==> src/rtl/bmh_pkg.sv <==
// shared constants, request codes and the result word type of the max-heap engine
// no dependencies; imported by bmh_ctrl, the top level and the sim modules, not by bmh_ram
package bmh_pkg;

  // parameter defaults
  localparam int CAPACITY_DEF  = 256;
  localparam int KEY_WIDTH_DEF = 32;

  // fixed field widths on the stream ports
  localparam int KEY_IO_W   = 32;
  localparam int COUNT_IO_W = 9;
  localparam int REQ_W      = 2;
  localparam int MDATA_W    = 48;

  // request codes
  localparam logic [REQ_W-1:0] REQ_LOAD   = 2'd0;
  localparam logic [REQ_W-1:0] REQ_BUILD  = 2'd1;
  localparam logic [REQ_W-1:0] REQ_POP    = 2'd2;
  localparam logic [REQ_W-1:0] REQ_UNUSED = 2'd3;

  // one finished result word
  typedef struct packed {
    logic [KEY_IO_W-1:0]   key;
    logic                  found;
    logic [COUNT_IO_W-1:0] count;
  } res_t;

endpackage

==> src/rtl/bmh_ctrl.sv <==
// request sequencer of the max-heap engine: load, bottom-up build and pop with sift-down
// depends on bmh_pkg; drives the ports of one bmh_ram instance
module bmh_ctrl
  import bmh_pkg::*;
#(
  parameter int CAPACITY  = CAPACITY_DEF,
  parameter int KEY_WIDTH = KEY_WIDTH_DEF
) (
  input  logic                        clk,
  input  logic                        rst,
  // request side
  input  logic                        in_valid,
  output logic                        in_ready,
  input  logic [REQ_W-1:0]            in_req,
  input  logic [KEY_IO_W-1:0]         in_key,
  // result side
  input  logic                        out_free,
  output logic                        res_push,
  output res_t                        res,
  // key memory
  output logic                        wr_en,
  output logic [$clog2(CAPACITY)-1:0] wr_addr,
  output logic [KEY_WIDTH-1:0]        wr_data,
  output logic                        rd_en,
  output logic [$clog2(CAPACITY)-1:0] rd_addr,
  input  logic [KEY_WIDTH-1:0]        rd_data
);

  localparam int AW = $clog2(CAPACITY);
  localparam int CW = $clog2(CAPACITY + 1);
  localparam int LW = AW + 2;

  typedef enum logic [3:0] {
    S_IDLE,
    S_POP_ROOT,
    S_POP_LAST,
    S_BLD_RD,
    S_BLD_TOP,
    S_SIFT_L,
    S_SIFT_R,
    S_SIFT_CMP,
    S_SIFT_END,
    S_DONE
  } state_t;

  state_t               state;
  logic [CW-1:0]        cnt;
  logic [CW-1:0]        n;
  logic [AW-1:0]        top;
  logic [AW-1:0]        par;
  logic [KEY_WIDTH-1:0] cur;
  logic [KEY_WIDTH-1:0] lkey;
  logic                 has_right;
  logic                 is_build;
  logic [KEY_WIDTH-1:0] res_key;
  logic                 res_found;

  logic                     in_fire;
  logic [KEY_WIDTH+31:0]    key_wide;
  logic [KEY_WIDTH-1:0]     load_key;
  logic                     not_full;
  logic [CW-1:0]            cnt_m1;
  logic [CW-1:0]            half_m1;
  logic [LW-1:0]            left_w;
  logic [LW-1:0]            right_w;
  logic [LW-1:0]            n_w;
  logic                     has_left;
  logic                     right_in;
  logic                     pick_right;
  logic [KEY_WIDTH-1:0]     pick_key;
  logic [AW-1:0]            pick_idx;
  logic                     stop;
  logic [KEY_WIDTH+31:0]    out_key_wide;
  logic [CW+8:0]            cnt_wide;

  // handshake and key sizing
  assign in_ready = (state == S_IDLE);
  assign in_fire  = in_valid && in_ready;
  assign key_wide = {{KEY_WIDTH{1'b0}}, in_key};
  assign load_key = key_wide[KEY_WIDTH-1:0];
  assign not_full = (cnt < CW'(CAPACITY));
  assign cnt_m1   = cnt - CW'(1);
  assign half_m1  = (cnt >> 1) - CW'(1);

  // child indices of the current hole
  assign left_w   = {1'b0, top, 1'b1};
  assign right_w  = left_w + LW'(1);
  assign n_w      = LW'(n);
  assign has_left = (left_w < n_w);
  assign right_in = (right_w < n_w);

  // larger child, left on a tie, and the stop test
  assign pick_right = has_right && (lkey < rd_data);
  assign pick_key   = pick_right ? rd_data : lkey;
  assign pick_idx   = pick_right ? right_w[AW-1:0] : left_w[AW-1:0];
  assign stop       = (cur >= pick_key);

  // memory access per state
  always_comb begin
    rd_en   = 1'b0;
    rd_addr = '0;
    wr_en   = 1'b0;
    wr_addr = top;
    wr_data = cur;
    case (state)
      S_IDLE: begin
        if (in_fire && in_req == REQ_LOAD && not_full) begin
          wr_en   = 1'b1;
          wr_addr = cnt[AW-1:0];
          wr_data = load_key;
        end
        if (in_fire && in_req == REQ_POP && cnt != '0) begin
          rd_en   = 1'b1;
          rd_addr = '0;
        end
      end
      S_POP_ROOT: begin
        rd_en   = 1'b1;
        rd_addr = cnt_m1[AW-1:0];
      end
      S_BLD_RD: begin
        rd_en   = 1'b1;
        rd_addr = par;
      end
      S_SIFT_L: begin
        rd_en   = has_left;
        rd_addr = left_w[AW-1:0];
      end
      S_SIFT_R: begin
        rd_en   = right_in;
        rd_addr = right_w[AW-1:0];
      end
      S_SIFT_CMP: begin
        wr_en   = !stop;
        wr_data = pick_key;
      end
      S_SIFT_END: begin
        wr_en = 1'b1;
      end
      default: ;
    endcase
  end

  // sequencer and registered result
  always_ff @(posedge clk) begin
    if (rst) begin
      state <= S_IDLE;
      cnt   <= '0;
    end else begin
      unique case (state)
        S_IDLE: begin
          if (in_fire) begin
            res_key   <= '0;
            res_found <= 1'b0;
            is_build  <= 1'b0;
            state     <= S_DONE;
            case (in_req)
              REQ_LOAD: begin
                if (not_full) begin
                  cnt       <= cnt + CW'(1);
                  res_found <= 1'b1;
                end
              end
              REQ_BUILD: begin
                if (cnt >= CW'(2)) begin
                  par      <= half_m1[AW-1:0];
                  n        <= cnt;
                  is_build <= 1'b1;
                  state    <= S_BLD_RD;
                end
              end
              REQ_POP: begin
                if (cnt != '0) begin
                  state <= S_POP_ROOT;
                end
              end
              default: ;
            endcase
          end
        end
        S_POP_ROOT: begin
          res_key   <= rd_data;
          res_found <= 1'b1;
          cnt       <= cnt_m1;
          n         <= cnt_m1;
          state     <= S_POP_LAST;
        end
        S_POP_LAST: begin
          cur   <= rd_data;
          top   <= '0;
          state <= S_SIFT_L;
        end
        S_BLD_RD: begin
          state <= S_BLD_TOP;
        end
        S_BLD_TOP: begin
          cur   <= rd_data;
          top   <= par;
          state <= S_SIFT_L;
        end
        S_SIFT_L: begin
          state <= has_left ? S_SIFT_R : S_SIFT_END;
        end
        S_SIFT_R: begin
          lkey      <= rd_data;
          has_right <= right_in;
          state     <= S_SIFT_CMP;
        end
        S_SIFT_CMP: begin
          if (stop) begin
            state <= S_SIFT_END;
          end else begin
            top   <= pick_idx;
            state <= S_SIFT_L;
          end
        end
        S_SIFT_END: begin
          if (is_build && par != '0) begin
            par   <= par - AW'(1);
            state <= S_BLD_RD;
          end else begin
            state <= S_DONE;
          end
        end
        S_DONE: begin
          if (out_free) begin
            state <= S_IDLE;
          end
        end
      endcase
    end
  end

  // result word
  assign out_key_wide = {32'd0, res_key};
  assign cnt_wide     = {9'd0, cnt};
  assign res_push     = (state == S_DONE) && out_free;
  assign res.key      = out_key_wide[KEY_IO_W-1:0];
  assign res.found    = res_found;
  assign res.count    = cnt_wide[COUNT_IO_W-1:0];

  // no read and write of the same slot in one cycle
  a_no_rw_clash: assert property (@(posedge clk) disable iff (rst)
    (wr_en && rd_en) |-> (wr_addr != rd_addr))
    else $error("read and write hit the same slot");

  // only held slots are ever read
  a_read_held: assert property (@(posedge clk) disable iff (rst)
    rd_en |-> (CW'(rd_addr) < cnt))
    else $error("read of a slot above the entry count");

  // entry count stays within capacity
  a_cnt_bound: assert property (@(posedge clk) disable iff (rst)
    cnt <= CW'(CAPACITY))
    else $error("entry count above capacity");

  // an accepted load grows the heap by one
  a_load_inc: assert property (@(posedge clk) disable iff (rst)
    (in_fire && in_req == REQ_LOAD && not_full) |=> (cnt == $past(cnt) + CW'(1)))
    else $error("load did not advance the entry count");

endmodule

==> config.mk <==
export PLATFORM = sky130hd
export DESIGN_NAME = bmh_ctrl
export DESIGN_NICKNAME = d
export VERILOG_FILES = /design/src/rtl/bmh_pkg.sv /design/src/rtl/bmh_ctrl.sv
export SDC_FILE = /design/constraint.sdc
export NUM_CORES = 1
export LEC_CHECK = 0
export BUFFER_PORTS_ARGS = -buffer_cell sky130_fd_sc_hd__buf_4
export CAP_MARGIN = 5
export CELL_PAD_IN_SITES_DETAIL_PLACEMENT = 0
export CELL_PAD_IN_SITES_GLOBAL_PLACEMENT = 1
export CORE_MARGIN = 3
export CORE_UTILIZATION = 29
export DETAILED_ROUTE_END_ITERATION = 12
export GPL_TIMING_DRIVEN = 0
export PLACE_DENSITY = 0.69
export SYNTH_ARGS = -nofsm -noshare
export SYNTH_HDL_FRONTEND = slang
export SYNTH_SLANG_ARGS = --single-unit
==> constraint.sdc <==
create_clock -name clk -period 5.33 [get_ports clk]
set_clock_uncertainty 0.2 [all_clocks]
set_input_delay 1.066 -clock clk [delete_from_list [all_inputs] [get_ports clk]]
set_output_delay 1.066 -clock clk [all_outputs]
set_load 0.1 [all_outputs]
[Yosys cells after proc, flatten, opt, wreduce, memory -nomap -nowiden]
Cells that the tools add are included.
Operators by class
  $add $sub $neg: 5
  order comparisons: 6
  equality and inequality tests: 19
  muxes and demuxes: 42
  bitwise logic cells: 1
  reduce and logical (&&, ||, !) cells: 27
Operators with widths (number)
  one-hot mux 32 bit (2 select lines): 2
  2-to-1 mux 32 bit: 3
  2-to-1 mux 8 bit: 8
  2-to-1 mux 9 bit: 6
  one-hot mux 4 bit (9 select lines): 1
  one-hot mux 9 bit (2 select lines): 2
  greater-or-equal comparator 32 bit: 1
  < comparator 32 bit: 1
  one-hot mux 8 bit (4 select lines): 1
  2-to-1 mux 4 bit: 7
  one-hot mux 8 bit (3 select lines): 1
  == test 4 x 3 -> 1 bit (second input constant): 4
  one-hot mux 8 bit (2 select lines): 1
  subtractor 8 x 1 -> 8 bit (second input constant): 2
  adder 9 x 1 -> 10 bit (second input constant): 1
  < comparator 10 x 9 -> 1 bit: 1
  inequality test 2 x 1 -> 1 bit (second input constant): 5
  adder 9 x 1 -> 9 bit (second input constant): 1
  greater-or-equal comparator 9 x 2 -> 1 bit (second input constant): 1
  < comparator 9 bit: 1
  < comparator 9 bit (second input constant): 1
  AND reduction 3 bit: 3
  nonzero test 9 bit: 1
  subtractor 9 x 1 -> 9 bit (second input constant): 1
  24 further kinds: 44
Word-level totals
  flip-flop bits (word level): 137
  input port bits: 70
  output and inout bits: 94

[Longest topological paths before layout]
  depth after elaboration: 6
  depth in mapped cells: 17
  depth with buffers taken out: 16

[Worst setup path after synthesis]
No wires, ideal clock.
  kind: in2out
  from: input port rd_data[23]
  to: output port wr_en
  arrival time: 5.035 ns
  path slack: -0.971 ns
  stages on the path: 16
  path through: inv_1 > ha_1 > a21oi_1 > o21ai_0 > a221oi_1 > o2111ai_2 > nor2_8 > buf_12 > mux2i_1 > ha_1 > a21o_1 > a221o_1 > a221oi_1 > o21ai_0 > a211oi_1 > or3_1
On the way
  word-level cells in the longest chain between the ends: 6
Ends and longest elaborated chain
  start, declared: line bmh_ctrl.sv:26  | input logic [KEY_WIDTH-1:0] rd_data
  < comparator 32 bit: line bmh_ctrl.sv:93  | assign pick_right = has_right && (lkey < rd_data);
  logical AND 1 bit: line bmh_ctrl.sv:93
  2-to-1 mux 32 bit (*): line bmh_ctrl.sv:94  | assign pick_key = pick_right ? rd_data : lkey;
  greater-or-equal comparator 32 bit (*): line bmh_ctrl.sv:96  | assign stop = (cur >= pick_key);
  zero test 1 bit (*): line bmh_ctrl.sv:134  | wr_en = !stop;
  one-hot mux 1 bit (3 select lines) (*): line bmh_ctrl.sv:105  | case (state)
  end, declared: line bmh_ctrl.sv:21  | output logic wr_en,
Every way passes the cells marked *; elsewhere a longest branch is shown, timed or not.

[Worst setup path after layout]
  from: input port rd_data[21]
  to: output port wr_en
Same word-level chain as after synthesis.

==> flow_metrics.env <==
export IMPL_status="complete, but fails checks"
export IMPL_violations="setup timing"
export IMPL_period_share_pct=112.6
export IMPL_grt_max_degree=21
export IMPL_avgSynthCellArea_sq_um=10.07
export IMPL_avgViaCountPerCell=5.105
export IMPL_wl_per_cell_um=20.48
export IMPL_hold_path_endpoint="cnt[0]"
export IMPL_synth_area_mux_share_pct=3.972
export IMPL_clk_pin_slew_ns=0.07
export IMPL_multi_input_area_sq_mm=0.005192
export IMPL_cellPowerDensity_mw_per_mm2=508.3
export IMPL_leakagePower_uw=0.005068
export IMPL_rsz0062_at_grt="true"
export IMPL_layout_common_cells="184 x buf_4, 124 x edfxtp_1, 75 x nor2_1"
export IMPL_reg2reg_to="top[4]"
export IMPL_cts_made_buffers=17
export IMPL_final_seq_area_sq_mm=0.003984
export IMPL_holdPathStages=2
export IMPL_min_from="cnt[0]"
export IMPL_netlist_instances=888
export IMPL_syn_to_final_growth_pct=38.45
export IMPL_rrSetupSlack_ns=0.54
export IMPL_final_nets=1269
export IMPL_placed_cell_area_sq_mm=0.01085
export IMPL_required_ns=4.06
export IMPL_reg2reg_from="lkey[26]"
export IMPL_slew_headroom_pct=17.78
export IMPL_worst_ep_arrival_time_ns=4.74
export IMPL_die_w_um=181.6
export IMPL_htreeDepth=4
export IMPL_fmax_mhz=166.6
export IMPL_crit_fanout=7
export IMPL_finalWirelength_um=30880
export IMPL_yosysWarningCount=0
export IMPL_clk_latency_ns=0.43
export IMPL_ys_async_sr_fraction_pct=0
export IMPL_synth_top_family_by_area="simple AND/OR/NAND/NOR gates"
export IMPL_path_class="input port to output pin"
export IMPL_io_buffer_count=162
export IMPL_grt_util_all_layers_pct=18.22
export IMPL_critPathCaptureType="output pin"
export IMPL_overflow=0
export IMPL_ys_types=64
export IMPL_clock_sinks=137
export IMPL_r2r_cells=18
export IMPL_syn_area_sq_mm=0.008946
export IMPL_root_buffer="clkbuf_16"
export IMPL_hpwl_um=23290
export IMPL_die_area_sq_mm=0.03299
export IMPL_final_common_cell="buf_4"
export IMPL_drc=0
export IMPL_gp_congestion=0.8890
export IMPL_start_kind="input port"
export IMPL_ctsHoldBuffers=0
export IMPL_fillers=2894
export IMPL_grt_pass1_vias=7961
export IMPL_drt_iter0_drc=566
export IMPL_synth_flop_cell="edfxtp_1"
export IMPL_initial_utilization_pct=29.79
export IMPL_yosysSeqAreaShare_pct=44.53
export IMPL_ant_nets=0
export IMPL_n_antenna_cell=0
export IMPL_top_usage_layer="met2"
export IMPL_met3_usage_pct=3.946
export IMPL_maxCapViolCount=0
export IMPL_tightest_slew_ns=1.224
export IMPL_synthXorXnorAreaFrac_pct=4.014
export IMPL_first_pass_iters=5
export IMPL_ir_drop_mv=0.2445
export IMPL_clk_path_buf_depth=2
export IMPL_finalSetupViolations=1
export IMPL_core_area_sq_mm=0.03003
export IMPL_ys_ff_latch=137
export IMPL_drive_above_1_share_pct=31.57
export IMPL_vias=7698
export IMPL_dp_worst_setup_slack_ns=-1.817
export IMPL_worstHoldPathType="flop to flop"
export IMPL_synth_nets=1052
export IMPL_drv_slew=0
export IMPL_synth_edf_count=124
export IMPL_synthAdderAreaFrac_pct=13.15
export IMPL_grt_util_met1_pct=24.82
export IMPL_ios=164
export IMPL_cts_tree="yes"
export IMPL_fp_row_count=63
export IMPL_finalCriticalPeriod_ns=6.002
export IMPL_antenna_found_initial=1
export IMPL_final_cell_area_sq_mm=0.01239
export IMPL_finalHoldViolations=0
export IMPL_setup_slack_ns=-0.6722
export IMPL_die_h_um=181.6
export IMPL_synth_compound_area_share_pct=14.07
export IMPL_synthSimpleGateAreaFrac_pct=15.10
export IMPL_grt_pass1_wl_um=46310
export IMPL_grt_use_met2_pct=29.35
==> how the worst max path moves through the flow <==
stage	slack, ns	to	start	depth (start not counted)
2_1_floorplan	-0.61	wr_en	rd_data[23]	16
3_3_place_gp	-1.80	wr_en	rd_data[31]	18
3_5_place_dp	-1.82	wr_en	rd_data[31]	18
4_1_cts	-0.77	wr_en	rd_data[24]	18
5_1_grt	-0.82	wr_en	rd_data[21]	18
6_report	-0.67	wr_en	rd_data[21]	18
==> metal layers <==
layer | part of all wire [%] | vias to the layer above
li1 | - | 3683
met1 | 45 | 3708
met2 | 47 | 269
met3 | 6.2 | 36
met4 | 2.0 | 2
met5 | 0.042 | -
==> cells in the mapped netlist (all sizes together) (3+ instances only) <==
| cell type | instances | area [sq um] |
|---|---|---|
| ha | 94 | 1176 |
| a211oi | 5 | 37.54 |
| nand4 | 8 | 50.05 |
| edfxtp | 124 | 3724 |
| a2111oi | 3 | 32.53 |
| a21o | 12 | 90.09 |
| dfxtp | 13 | 260.3 |
| xnor2 | 25 | 219.0 |
| nor3 | 14 | 75.07 |
| nand3 | 14 | 70.07 |
| nand2b | 9 | 56.30 |
| and4 | 4 | 35.03 |
| o311ai | 4 | 35.03 |
| nor2b | 10 | 62.56 |
| inv | 60 | 225.2 |
| a22oi | 8 | 60.06 |
| mux2i | 34 | 340.3 |
| nor2 | 80 | 324.1 |
| clkbuf | 38 | 142.6 |
| nor3b | 5 | 42.54 |
| or3 | 3 | 23.77 |
| a221oi | 4 | 35.03 |
| o21ai | 74 | 370.4 |
| nand2 | 66 | 247.7 |
| and2 | 3 | 18.77 |
| nor4 | 5 | 31.28 |
| buf | 10 | 93.84 |
| o21a | 4 | 30.03 |
| a31oi | 6 | 58.80 |
| and3 | 39 | 244.0 |
| xor2 | 16 | 140.1 |
| a21oi | 64 | 320.3 |
| o211ai | 6 | 45.04 |
==> stage by stage <==
step	total power (uW)	hold WS (ns)	util, %	TNS, ns	cells
6_report	6295	0.4084	41.24	-0.6722	1508
5_1_grt	6577	0.4509	41.24	-0.8234	1508
4_1_cts	6279	0.4157	39.91	-0.7689	1503
3_5_place_dp	4939	0.4060	36.14	-14.44	1445
3_3_place_gp	4911	0.3878	35.80	-52.71	1440
2_1_floorplan	4080	0.3811	-	-0.6620	888
==> power by group <==
group          internal [uW]  switching (uW)  total [uW]
sequential              1430             115        1550
combinational            902            2570        3470
clock                    719             556        1280
==> worst max-delay path: stages <==
cell	delay [ns]
buf_4	0.13
inv_4	0.05
ha_4	0.24
a21oi_4	0.15
o21ai_2	0.09
a221oi_4	0.37
o2111ai_4	0.19
nor2_8	0.24
buf_12	0.18
mux2i_4	0.28
ha_4	0.24
and2_4	0.15
a221o_1	0.33
a221oi_2	0.31
o21ai_2	0.11
a211oi_2	0.25
or3_4	0.18
buf_12	0.17
==> cell families (layout without fill, tap and decap cells) <==
| kind of cell | after synthesis | count (layout) |
|---|---|---|
| mux | 35 | 35 |
| simple gates | 268 | 268 |
| xor+xnor | 41 | 41 |
| fa+ha+maj | 94 | 94 |
| flops | 137 | 137 |
| compound gates | 205 | 205 |
| buf+inv | 108 | 338 |
==> what timing repair did <==
item                                    CTS  global route
cloned                                    0             0
gates resized for setup                  57            69
setup buffers                            26             5
pin swaps                                22            37
endpoints found under the setup margin   28             9
hold endpoints to repair                  0             0
==> state kept, by name, summed over array words and instances (netlist names) <==
signal     count
res_key       32
state          4
has_right      1
cnt            9
res_found      1
top            8
n              9
par            8
lkey          32
is_build       1
cur           32
==> layout make-up <==
| cell class | count | area share, % |
|---|---|---|
| repair buffers | 198 | 13.04 |
| clock inverters | 15 | 1.606 |
| well taps | 390 | 3.940 |
| multi-input cells | 643 | 41.92 |
| inverters | 60 | 1.980 |
| clock buffers | 17 | 3.435 |
| flip-flops and latches | 137 | 32.16 |
| plain buffers | 48 | 1.909 |
Power figures use the tool's default switching activity.
